<file path="config.mk">
export PLATFORM = sky130hd
export DESIGN_NAME = ptw_ctrl
export DESIGN_NICKNAME = d
export VERILOG_FILES = /design/src/hdl/ptw_pkg.sv /design/src/hdl/ptw_ctrl.sv
export SDC_FILE = /design/constraint.sdc
export NUM_CORES = 1
export LEC_CHECK = 0
export ABC_CLOCK_PERIOD_IN_PS = 1250
export BUFFER_PORTS_ARGS = -buffer_cell sky130_fd_sc_hd__buf_4
export CAP_MARGIN = 20
export CORE_AREA = 2 2 39 41
export CTS_CLUSTER_SIZE = 30
export DETAILED_ROUTE_END_ITERATION = 8
export DIE_AREA = 0 0 41 43
export GPL_TIMING_DRIVEN = 0
export PLACE_DENSITY_LB_ADDON = 0.25
export SLEW_MARGIN = 20
export SYNTH_ARGS = -nofsm -noshare
export SYNTH_HDL_FRONTEND = slang
export SYNTH_SLANG_ARGS = --single-unit
</file>
<file path="constraint.sdc">
create_clock -name i_clk -period 1.25 [get_ports i_clk]
set_input_delay 0.0625 -clock i_clk [delete_from_list [all_inputs] [get_ports i_clk]]
set_output_delay 0.0625 -clock i_clk [all_outputs]
set_load 0.005 [all_outputs]
</file>
<file path="src/hdl/ptw_pkg.sv">
`default_nettype none

package ptw_pkg;

    localparam int DEF_TABLE_FRAMES  = 16;
    localparam int ENTRIES_PER_TABLE = 512;
    localparam int SLOT_W            = 9;
    localparam int ROOT_W            = 4;
    localparam int FRAME_W           = 40;
    localparam int INDEX_W           = 13;
    localparam int ENTRY_W           = 64;
    localparam int VA_W              = 48;
    localparam int PA_W              = 52;
    localparam int MODE_W            = 2;

    // entry bit positions
    localparam int PTE_PRESENT = 0;
    localparam int PTE_RW      = 1;
    localparam int PTE_PS      = 7;

    // access mode bit for the writable check
    localparam int MODE_WRITE = 1;

    localparam logic ACT_WRITE = 1'b0;
    localparam logic ACT_XLATE = 1'b1;

    localparam logic [1:0] LVL_PML4 = 2'd3;
    localparam logic [1:0] LVL_PDPT = 2'd2;
    localparam logic [1:0] LVL_PD   = 2'd1;
    localparam logic [1:0] LVL_PT   = 2'd0;

    typedef enum logic [1:0] {
        ST_OK          = 2'd0,
        ST_NOT_PRESENT = 2'd1,
        ST_FRAME_FAULT = 2'd2
    } t_status;

    typedef enum logic [1:0] {
        PG_4K = 2'd0,
        PG_2M = 2'd1,
        PG_1G = 2'd2
    } t_page_size;

    typedef struct packed {
        logic clr_step;
        logic acc_wr;
        logic acc_tr;
        logic walk_step;
    } t_dp_cmd;

    typedef struct packed {
        logic clear_last;
        logic root_bad;
        logic walk_done;
    } t_dp_status;

endpackage

`default_nettype wire

</file>
<file path="src/hdl/ptw_ctrl.sv">
`default_nettype none

module ptw_ctrl (
    input  logic                i_clk,
    input  logic                i_rst_n,
    input  logic                i_valid,
    input  logic                i_action,
    input  logic                i_stall,
    input  ptw_pkg::t_dp_status i_dp_status,
    output logic                o_stall,
    output logic                o_valid,
    output ptw_pkg::t_dp_cmd    o_cmd
);

    import ptw_pkg::*;

    typedef enum logic [3:0] {
        S_CLEAR = 4'b0001,
        S_IDLE  = 4'b0010,
        S_WALK  = 4'b0100,
        S_OUT   = 4'b1000
    } t_state;

    t_state r_state;
    t_state n_state;
    logic   accept;

    assign o_valid = (r_state == S_OUT);
    // a new item may enter in the cycle the held result is taken
    assign o_stall = !((r_state == S_IDLE) || ((r_state == S_OUT) && !i_stall));
    assign accept  = i_valid && !o_stall;

    assign o_cmd.clr_step  = (r_state == S_CLEAR);
    assign o_cmd.acc_wr    = accept && (i_action == ACT_WRITE);
    assign o_cmd.acc_tr    = accept && (i_action == ACT_XLATE);
    assign o_cmd.walk_step = (r_state == S_WALK);

    always_comb begin
        n_state = r_state;
        unique case (r_state)
            S_CLEAR: begin
                if (i_dp_status.clear_last) begin
                    n_state = S_IDLE;
                end
            end
            S_IDLE, S_OUT: begin
                if (accept) begin
                    if (i_action == ACT_WRITE || i_dp_status.root_bad) begin
                        n_state = S_OUT;
                    end else begin
                        n_state = S_WALK;
                    end
                end else if (r_state == S_OUT && !i_stall) begin
                    n_state = S_IDLE;
                end
            end
            S_WALK: begin
                if (i_dp_status.walk_done) begin
                    n_state = S_OUT;
                end
            end
            default: n_state = S_CLEAR;
        endcase
    end

    always_ff @(posedge i_clk) begin
        if (!i_rst_n) begin
            r_state <= S_CLEAR;
        end else begin
            r_state <= n_state;
        end
    end

endmodule

`default_nettype wire

</file>
==> impl_metrics.tcl, run 1 <==
set metrics [dict create \
    slew_headroom 0.854 \
    core.rowCount 14 \
    area_growth_syn_to_layout_pct 62.5 \
    path_max_fanout 7 \
    die_h_um 43 \
    path_buf_inv 1 \
    top_regs "r_state x4" \
    power_density_nw_per_um2 802 \
    met2_usage 0.159 \
    final_nets 76 \
    io_pins 14 \
    path_cells "and2b_2 -> o211ai_4 -> nor2_1 -> buf_4" \
    grt_usage 0.120 \
    ant_nets 0 \
    max_flop_register "r_state" \
    preCtsSetupSlack_ns -0.0668 \
    hold_path_class "in -> reg" \
    vdd_drop_max_v 0.000329 \
    grt_pass1_wl_um 1420 \
    crit_required_ns 1.19 \
    grt_pass1_vias 351 \
    port_buffers 13 \
    gr-max-usage-layer "met1" \
    vias 396 \
    max_stage_delay_ns 0.37 \
    fmax_ghz 0.761 \
    worstSetupPathType "reg -> out" \
    grt_max_degree 10 \
    clk_latency_ns 0.23 \
    drc 0 \
    synth_cell_types 29 \
    antenna_found_initial 0 \
    p_total_mw 0.477 \
    cp.arrival_ns 1.25 \
    cap_viol_max_count 0 \
    ys_seq_elements 4 \
    place_congestion 0.695 \
    overflow 0 \
    utilization 0.430 \
    cts_max_level 1 \
    clock_sinks 4 \
    start_kind "register" \
    drtIter0Drc 6 \
    use_met3 0.0628 \
    path_clk_slew_ns 0.03 \
    fin_worst_skew_ns 0.00220 \
    met1_usage 0.163 \
    clockBufferDepth 2 \
    p_leak_nw 0.237 \
    finalSetupViolations 2 \
    via_per_inst 4.83 \
    drive_above_1_share 0.561 \
    wl_per_cell_um 11.6 \
    cpMaxStageDelayCell "dfxtp_4" \
    violations "setup timing" \
    rsz0062_at_grt "yes" \
    cts_tree "done" \
    status "complete, but fails checks" \
    path_delay_family "flip-flops" \
    yosys_warnings 0 \
    slew_violations 0 \
    dp_hpwl_um 670 \
    worst_slew_pin_slew_ns 0.219 \
    routed_wl_um 950 \
    die_area_um2 1760 \
    syn_area_um2 367 \
    finalWorstSetupSlack_ns -0.0634 \
    coreArea_um2 1380 \
    finalHoldViolations 0 \
    largest_reg_flops 4 \
    antenna_cells 0 \
    syn-instance-count 48 \
    finalCriticalPeriod_ns 1.31 \
    avgSynthCellArea_um2 7.64 \
    fin_crit_sh 1.05 \
    cp-end-kind "output pin" \
    numCtsBuffers 3 \
    initial_utilization 0.265 \
    seq_area_frac_synth 0.218 \
    syn_nets 56 \
    cts_root_buf "clkbuf_4" \
    die_width_um 41 \
    drtPass1Iterations 4 \
]
-- metrics by stage --
| step | instances | area [µm²] | hold WS (ns) | setup TNS [ns] |
|---|---|---|---|---|
| floorplan | 48 | 367 | 0.124 | 0 |
| global placement | 77 | 484 | 0.247 | -0.0582 |
| detailed placement | 77 | 484 | 0.248 | -0.0668 |
| CTS | 84 | 577 | 0.0513 | -0.385 |
| global route | 82 | 596 | 0.0511 | -0.266 |
| finish | 82 | 596 | 0.0587 | -0.121 |
-- area by class of cell --
| cell class | count | area (µm²) |
|---|---|---|
| Fill cell | 152 | 788 |
| Multi-Input combinational cell | 39 | 315 |
| Timing Repair Buffer | 18 | 138 |
| Sequential cell | 4 | 92.6 |
| Clock buffer | 3 | 22.5 |
| Tap cell | 16 | 20.0 |
| Inverter | 2 | 7.51 |
-- layout by cell type (no fill, tap or decap), types with 2 or more instances in the layout --
| master | synthesis | routed |
|---|---|---|
| buf_4 | 1 | 17 |
| clkbuf_4 | 0 | 3 |
| dfxtp_4 | 0 | 3 |
| inv_1 | 2 | 2 |
| nand2b_1 | 4 | 3 |
| nand2b_4 | 1 | 2 |
| nor2_1 | 8 | 5 |
| nor2_2 | 0 | 2 |
| o21ai_0 | 4 | 4 |
-- cell families after synthesis --
kind of cell | Yosys count | synth area share
flip-flops | 4 | 0.218
XOR/XNOR | 1 | 0.0239
AND/OR/NAND/NOR | 23 | 0.372
buffers and inverters | 5 | 0.0853
AO/OA/AOI/OAI | 15 | 0.300
-- repair_timing --
| action | CTS | global route |
|---|---|---|
| pin swaps | 2 | 4 |
| buffers inserted | 4 | 0 |
| hold buffers | 1 | 0 |
| resized for setup | 8 | 12 |
| setup endpoints to repair | 6 | 10 |
| endpoints found under the hold margin | 1 | 0 |
| gates cloned | 0 | 0 |
-- power breakdown --
group,switching [mW],internal (mW),total [mW],leakage (nW)
registers,0.0252,0.135,0.161,0.0346
logic,0.0680,0.0904,0.158,0.189
clock network,0.0511,0.107,0.158,0.0138
total,0.144,0.333,0.477,0.237
-- worst reg2reg max path, stage by stage, from the launching register on --
cell	delay (ns)
dfxtp_4	0.35
nand2b_4	0.14
or3_4	0.33
a21o_1	0.17
a211oi_2	0.16
-- worst paths after layout --
check             cells after the start                      end  slack (ns)                    start
setup / recovery                      4                 o_cmd[2]       -0.06  r_state[3]$_SDFFE_PN0P_
hold / removal                        2  r_state[1]$_SDFFE_PN0P_        0.06                  i_stall
setup reg to reg                      4  r_state[3]$_SDFFE_PN0P_        0.01  r_state[3]$_SDFFE_PN0P_
hold reg to reg                       2  r_state[3]$_SDFFE_PN0P_        0.60  r_state[0]$_SDFFE_PN1P_
-- cell usage after synthesis --
library cell  n  area share
nor2_1        8       0.082
dfxtp_1       4        0.22
nand2b_1      4       0.068
o21ai_0       4       0.055
nor3_1        3       0.041
inv_1         2       0.020
a211oi_1      1       0.020
a211oi_2      1       0.034
a21o_1        1       0.020
a22oi_1       1       0.020
a31oi_1       1       0.017
and2b_2       1       0.024
buf_2         1       0.014
buf_4         1       0.020
buf_6         1       0.031
nand2_1       1       0.010
nand2b_4      1       0.038
nor2b_1       1       0.017
nor3b_1       1       0.020
nor3b_2       1       0.034
o211ai_2      1       0.034
o21a_1        1       0.020
o21ai_1       1       0.014
o22a_1        1       0.024
o22ai_1       1       0.017
o2bb2ai_1     1       0.024
or2b_1        1       0.020
or3_1         1       0.017
xor2_1        1       0.024
-- layer usage --
metal | vias up | wire (µm)
met5 | - | 0
met4 | 0 | 0
met3 | 0 | 52
met2 | 12 | 453
met1 | 177 | 444
li1 | 207 | -
Note: power is estimated with default switching activity, not from simulation.
==> inputs of run 2 (changes only) <==
--- a/config.mk
+++ b/config.mk
@@ -7,5 +7,4 @@
 export LEC_CHECK = 0
 export ABC_CLOCK_PERIOD_IN_PS = 1250
-export BUFFER_PORTS_ARGS = -buffer_cell sky130_fd_sc_hd__buf_4
 export CAP_MARGIN = 20
 export CORE_AREA = 2 2 39 41
@@ -13,4 +12,5 @@
 export DETAILED_ROUTE_END_ITERATION = 8
 export DIE_AREA = 0 0 41 43
+export DONT_BUFFER_PORTS = 1
 export GPL_TIMING_DRIVEN = 0
 export PLACE_DENSITY_LB_ADDON = 0.25
@@ -19,2 +19,3 @@
 export SYNTH_HDL_FRONTEND = slang
 export SYNTH_SLANG_ARGS = --single-unit
+export TNS_END_PERCENT = 5
==> constraint.sdc (replaced) <==
create_clock -name i_clk -period 1.25 [get_ports i_clk]
set_input_delay 0.25 -clock i_clk [delete_from_list [all_inputs] [get_ports i_clk]]
set_output_delay 0.25 -clock i_clk [all_outputs]
set_load 0.005 [all_outputs]
==> run 2 against run 1 <==
Compared with the run above:
- the flow still finishes with violations (setup timing)
- maximum frequency shrank 8.0%
- critical endpoint is now r_state[3]$_SDFFE_PN0P_
- non-clock buffer count shrank 9
- total power is essentially flat
- wire length shrank 0.84%
- worst hold slack gained 0.021 ns
- die area is the same
- cell count shrank 11%
- design area shrank 8.0%
==> impl_metrics.tcl, run 2 (synthesis results as in run 1) <==
set metrics [dict create \
    status "complete, but fails checks" \
    violations "setup timing" \
    finalHoldViolations 0 \
    cpMaxStageDelayCell "or3_4" \
    overflow 0 \
    path_delay_family "simple AND/OR/NAND/NOR gates" \
    crit_required_ns 1.40 \
    final_nets 67 \
    finalCriticalPeriod_ns 1.43 \
    routed_wl_um 942 \
    fin_area_um2 548 \
    fin_crit_sh 1.14 \
    rr_startpoint "r_state[3]$_SDFFE_PN0P_" \
    cap_viol_max_count 0 \
    grt_usage 0.111 \
    wl_per_cell_um 12.9 \
    via_per_inst 5.23 \
    p_total_mw 0.477 \
    vdd_drop_max_v 0.000508 \
    numCtsBuffers 3 \
    finalWorstSetupSlack_ns -0.178 \
    grt_pass1_vias 308 \
    start_kind "register" \
    drtPass1Iterations 2 \
    whs_ns 0.0793 \
    drive_above_1_share 0.561 \
    antenna_cells 0 \
    slew_violations 0 \
    drtIter0Drc 1 \
    grt_pass1_wl_um 1300 \
    initial_utilization 0.265 \
    worst_slew_pin_slew_ns 0.234 \
    mostFrequentLayoutCell "buf_4" \
    die_width_um 41 \
    antenna_found_initial 0 \
    die_h_um 43 \
    io_pins 14 \
    fin_worst_skew_ns 0.00316 \
    port_buffers 0 \
    p_leak_nw 0.199 \
    path_max_fanout 5 \
    utilization 0.396 \
    die_area_um2 1760 \
    mostFrequentLayoutCells "5 x buf_4, 4 x buf_6" \
    cts_tree "done" \
    max_stage_delay_ns 0.36 \
    max_flop_register "r_state" \
    core.rowCount 14 \
    grt_max_degree 10 \
    dp_hpwl_um 619 \
    finalSetupViolations 7 \
    top_regs "r_state x4" \
    drc 0 \
    cts_max_level 1 \
    path_buf_inv 1 \
    cp.arrival_ns 1.58 \
    cts-hold-fix-buffers 0 \
    hp-start "i_rst_n" \
    path_clk_slew_ns 0.04 \
    slew_headroom 0.844 \
    crit_start "r_state[3]$_SDFFE_PN0P_" \
    tns_ns -0.742 \
    clock_sinks 4 \
    worstSetupPathType "reg -> reg" \
    vias 382 \
    clockBufferDepth 2 \
    ant_nets 0 \
    clk_latency_ns 0.23 \
    place_congestion 0.668 \
    cp-end-kind "register" \
    hold_path_class "in -> reg" \
    coreArea_um2 1380 \
    nFillCells 149 \
    largest_reg_flops 4 \
    rsz0062_at_grt "yes" \
    cts_root_buf "clkbuf_4" \
    fmax_ghz 0.700 \
    power_density_nw_per_um2 871 \
    path_cells "buf_6 -> nand2b_4 -> or3_4 -> a21o_1 -> a211oi_2" \
    area_growth_syn_to_layout_pct 49.5 \
    placed_area_um2 387 \
]
## run 2: cell types whose count changed in the layout (fill, tap and decap cells not counted), sizes merged
cell         change
buf              -8
dlygate4sd3      -1
## run 2: worst paths after layout
kind / slack (ns) / cells past startpoint / end
worst max-delay path: -0.18 / 5 / r_state[3]$_SDFFE_PN0P_
worst min-delay path: 0.08 / 1 / r_state[0]$_SDFFE_PN1P_
worst max register to register: -0.18 / 5 / r_state[3]$_SDFFE_PN0P_
worst min register to register: 0.60 / 2 / r_state[3]$_SDFFE_PN0P_
## run 2: power by group
part	switching (mW)	internal [mW]	total (mW)
sequential	0.0131	0.137	0.150
clock	0.0502	0.107	0.157
combinational	0.0810	0.0890	0.170
total	0.144	0.333	0.477
## run 2: what timing repair did
| item | in CTS | in global routing |
|---|---|---|
| pin swaps | 4 | 8 |
| setup endpoints to repair | 8 | 10 |
| gates cloned | 0 | 0 |
| gates resized for setup | 10 | 18 |
| setup buffers | 5 | 2 |
## run 2: per-stage QoR
| step | std cells | setup slack [ns] |
|---|---|---|
| after global placement | 64 | -0.0561 |
| after global routing | 73 | -0.209 |
| after detailed placement | 64 | -0.0527 |
| after floorplan | 48 | 0.00702 |
| after CTS | 72 | -0.188 |
| final | 73 | -0.178 |
## run 2: layout make-up
type                       instances  area, µm²  area share
sequential                         4       86.3       0.158
multi-input combinational         39        329       0.600
timing repair buffer               7       63.8       0.116
buffer                             2       18.8      0.0342
clock buffer                       3       22.5      0.0411
tap                               16       20.0      0.0365
inverter                           2       7.51      0.0137
## run 2: metal layers
| layer | wire, µm | track usage |
|---|---|---|
| met5 | 0 | 0 |
| met4 | 0 | 0.0200 |
| met3 | 86 | 0.0576 |
| met2 | 471 | 0.169 |
| met1 | 384 | 0.137 |
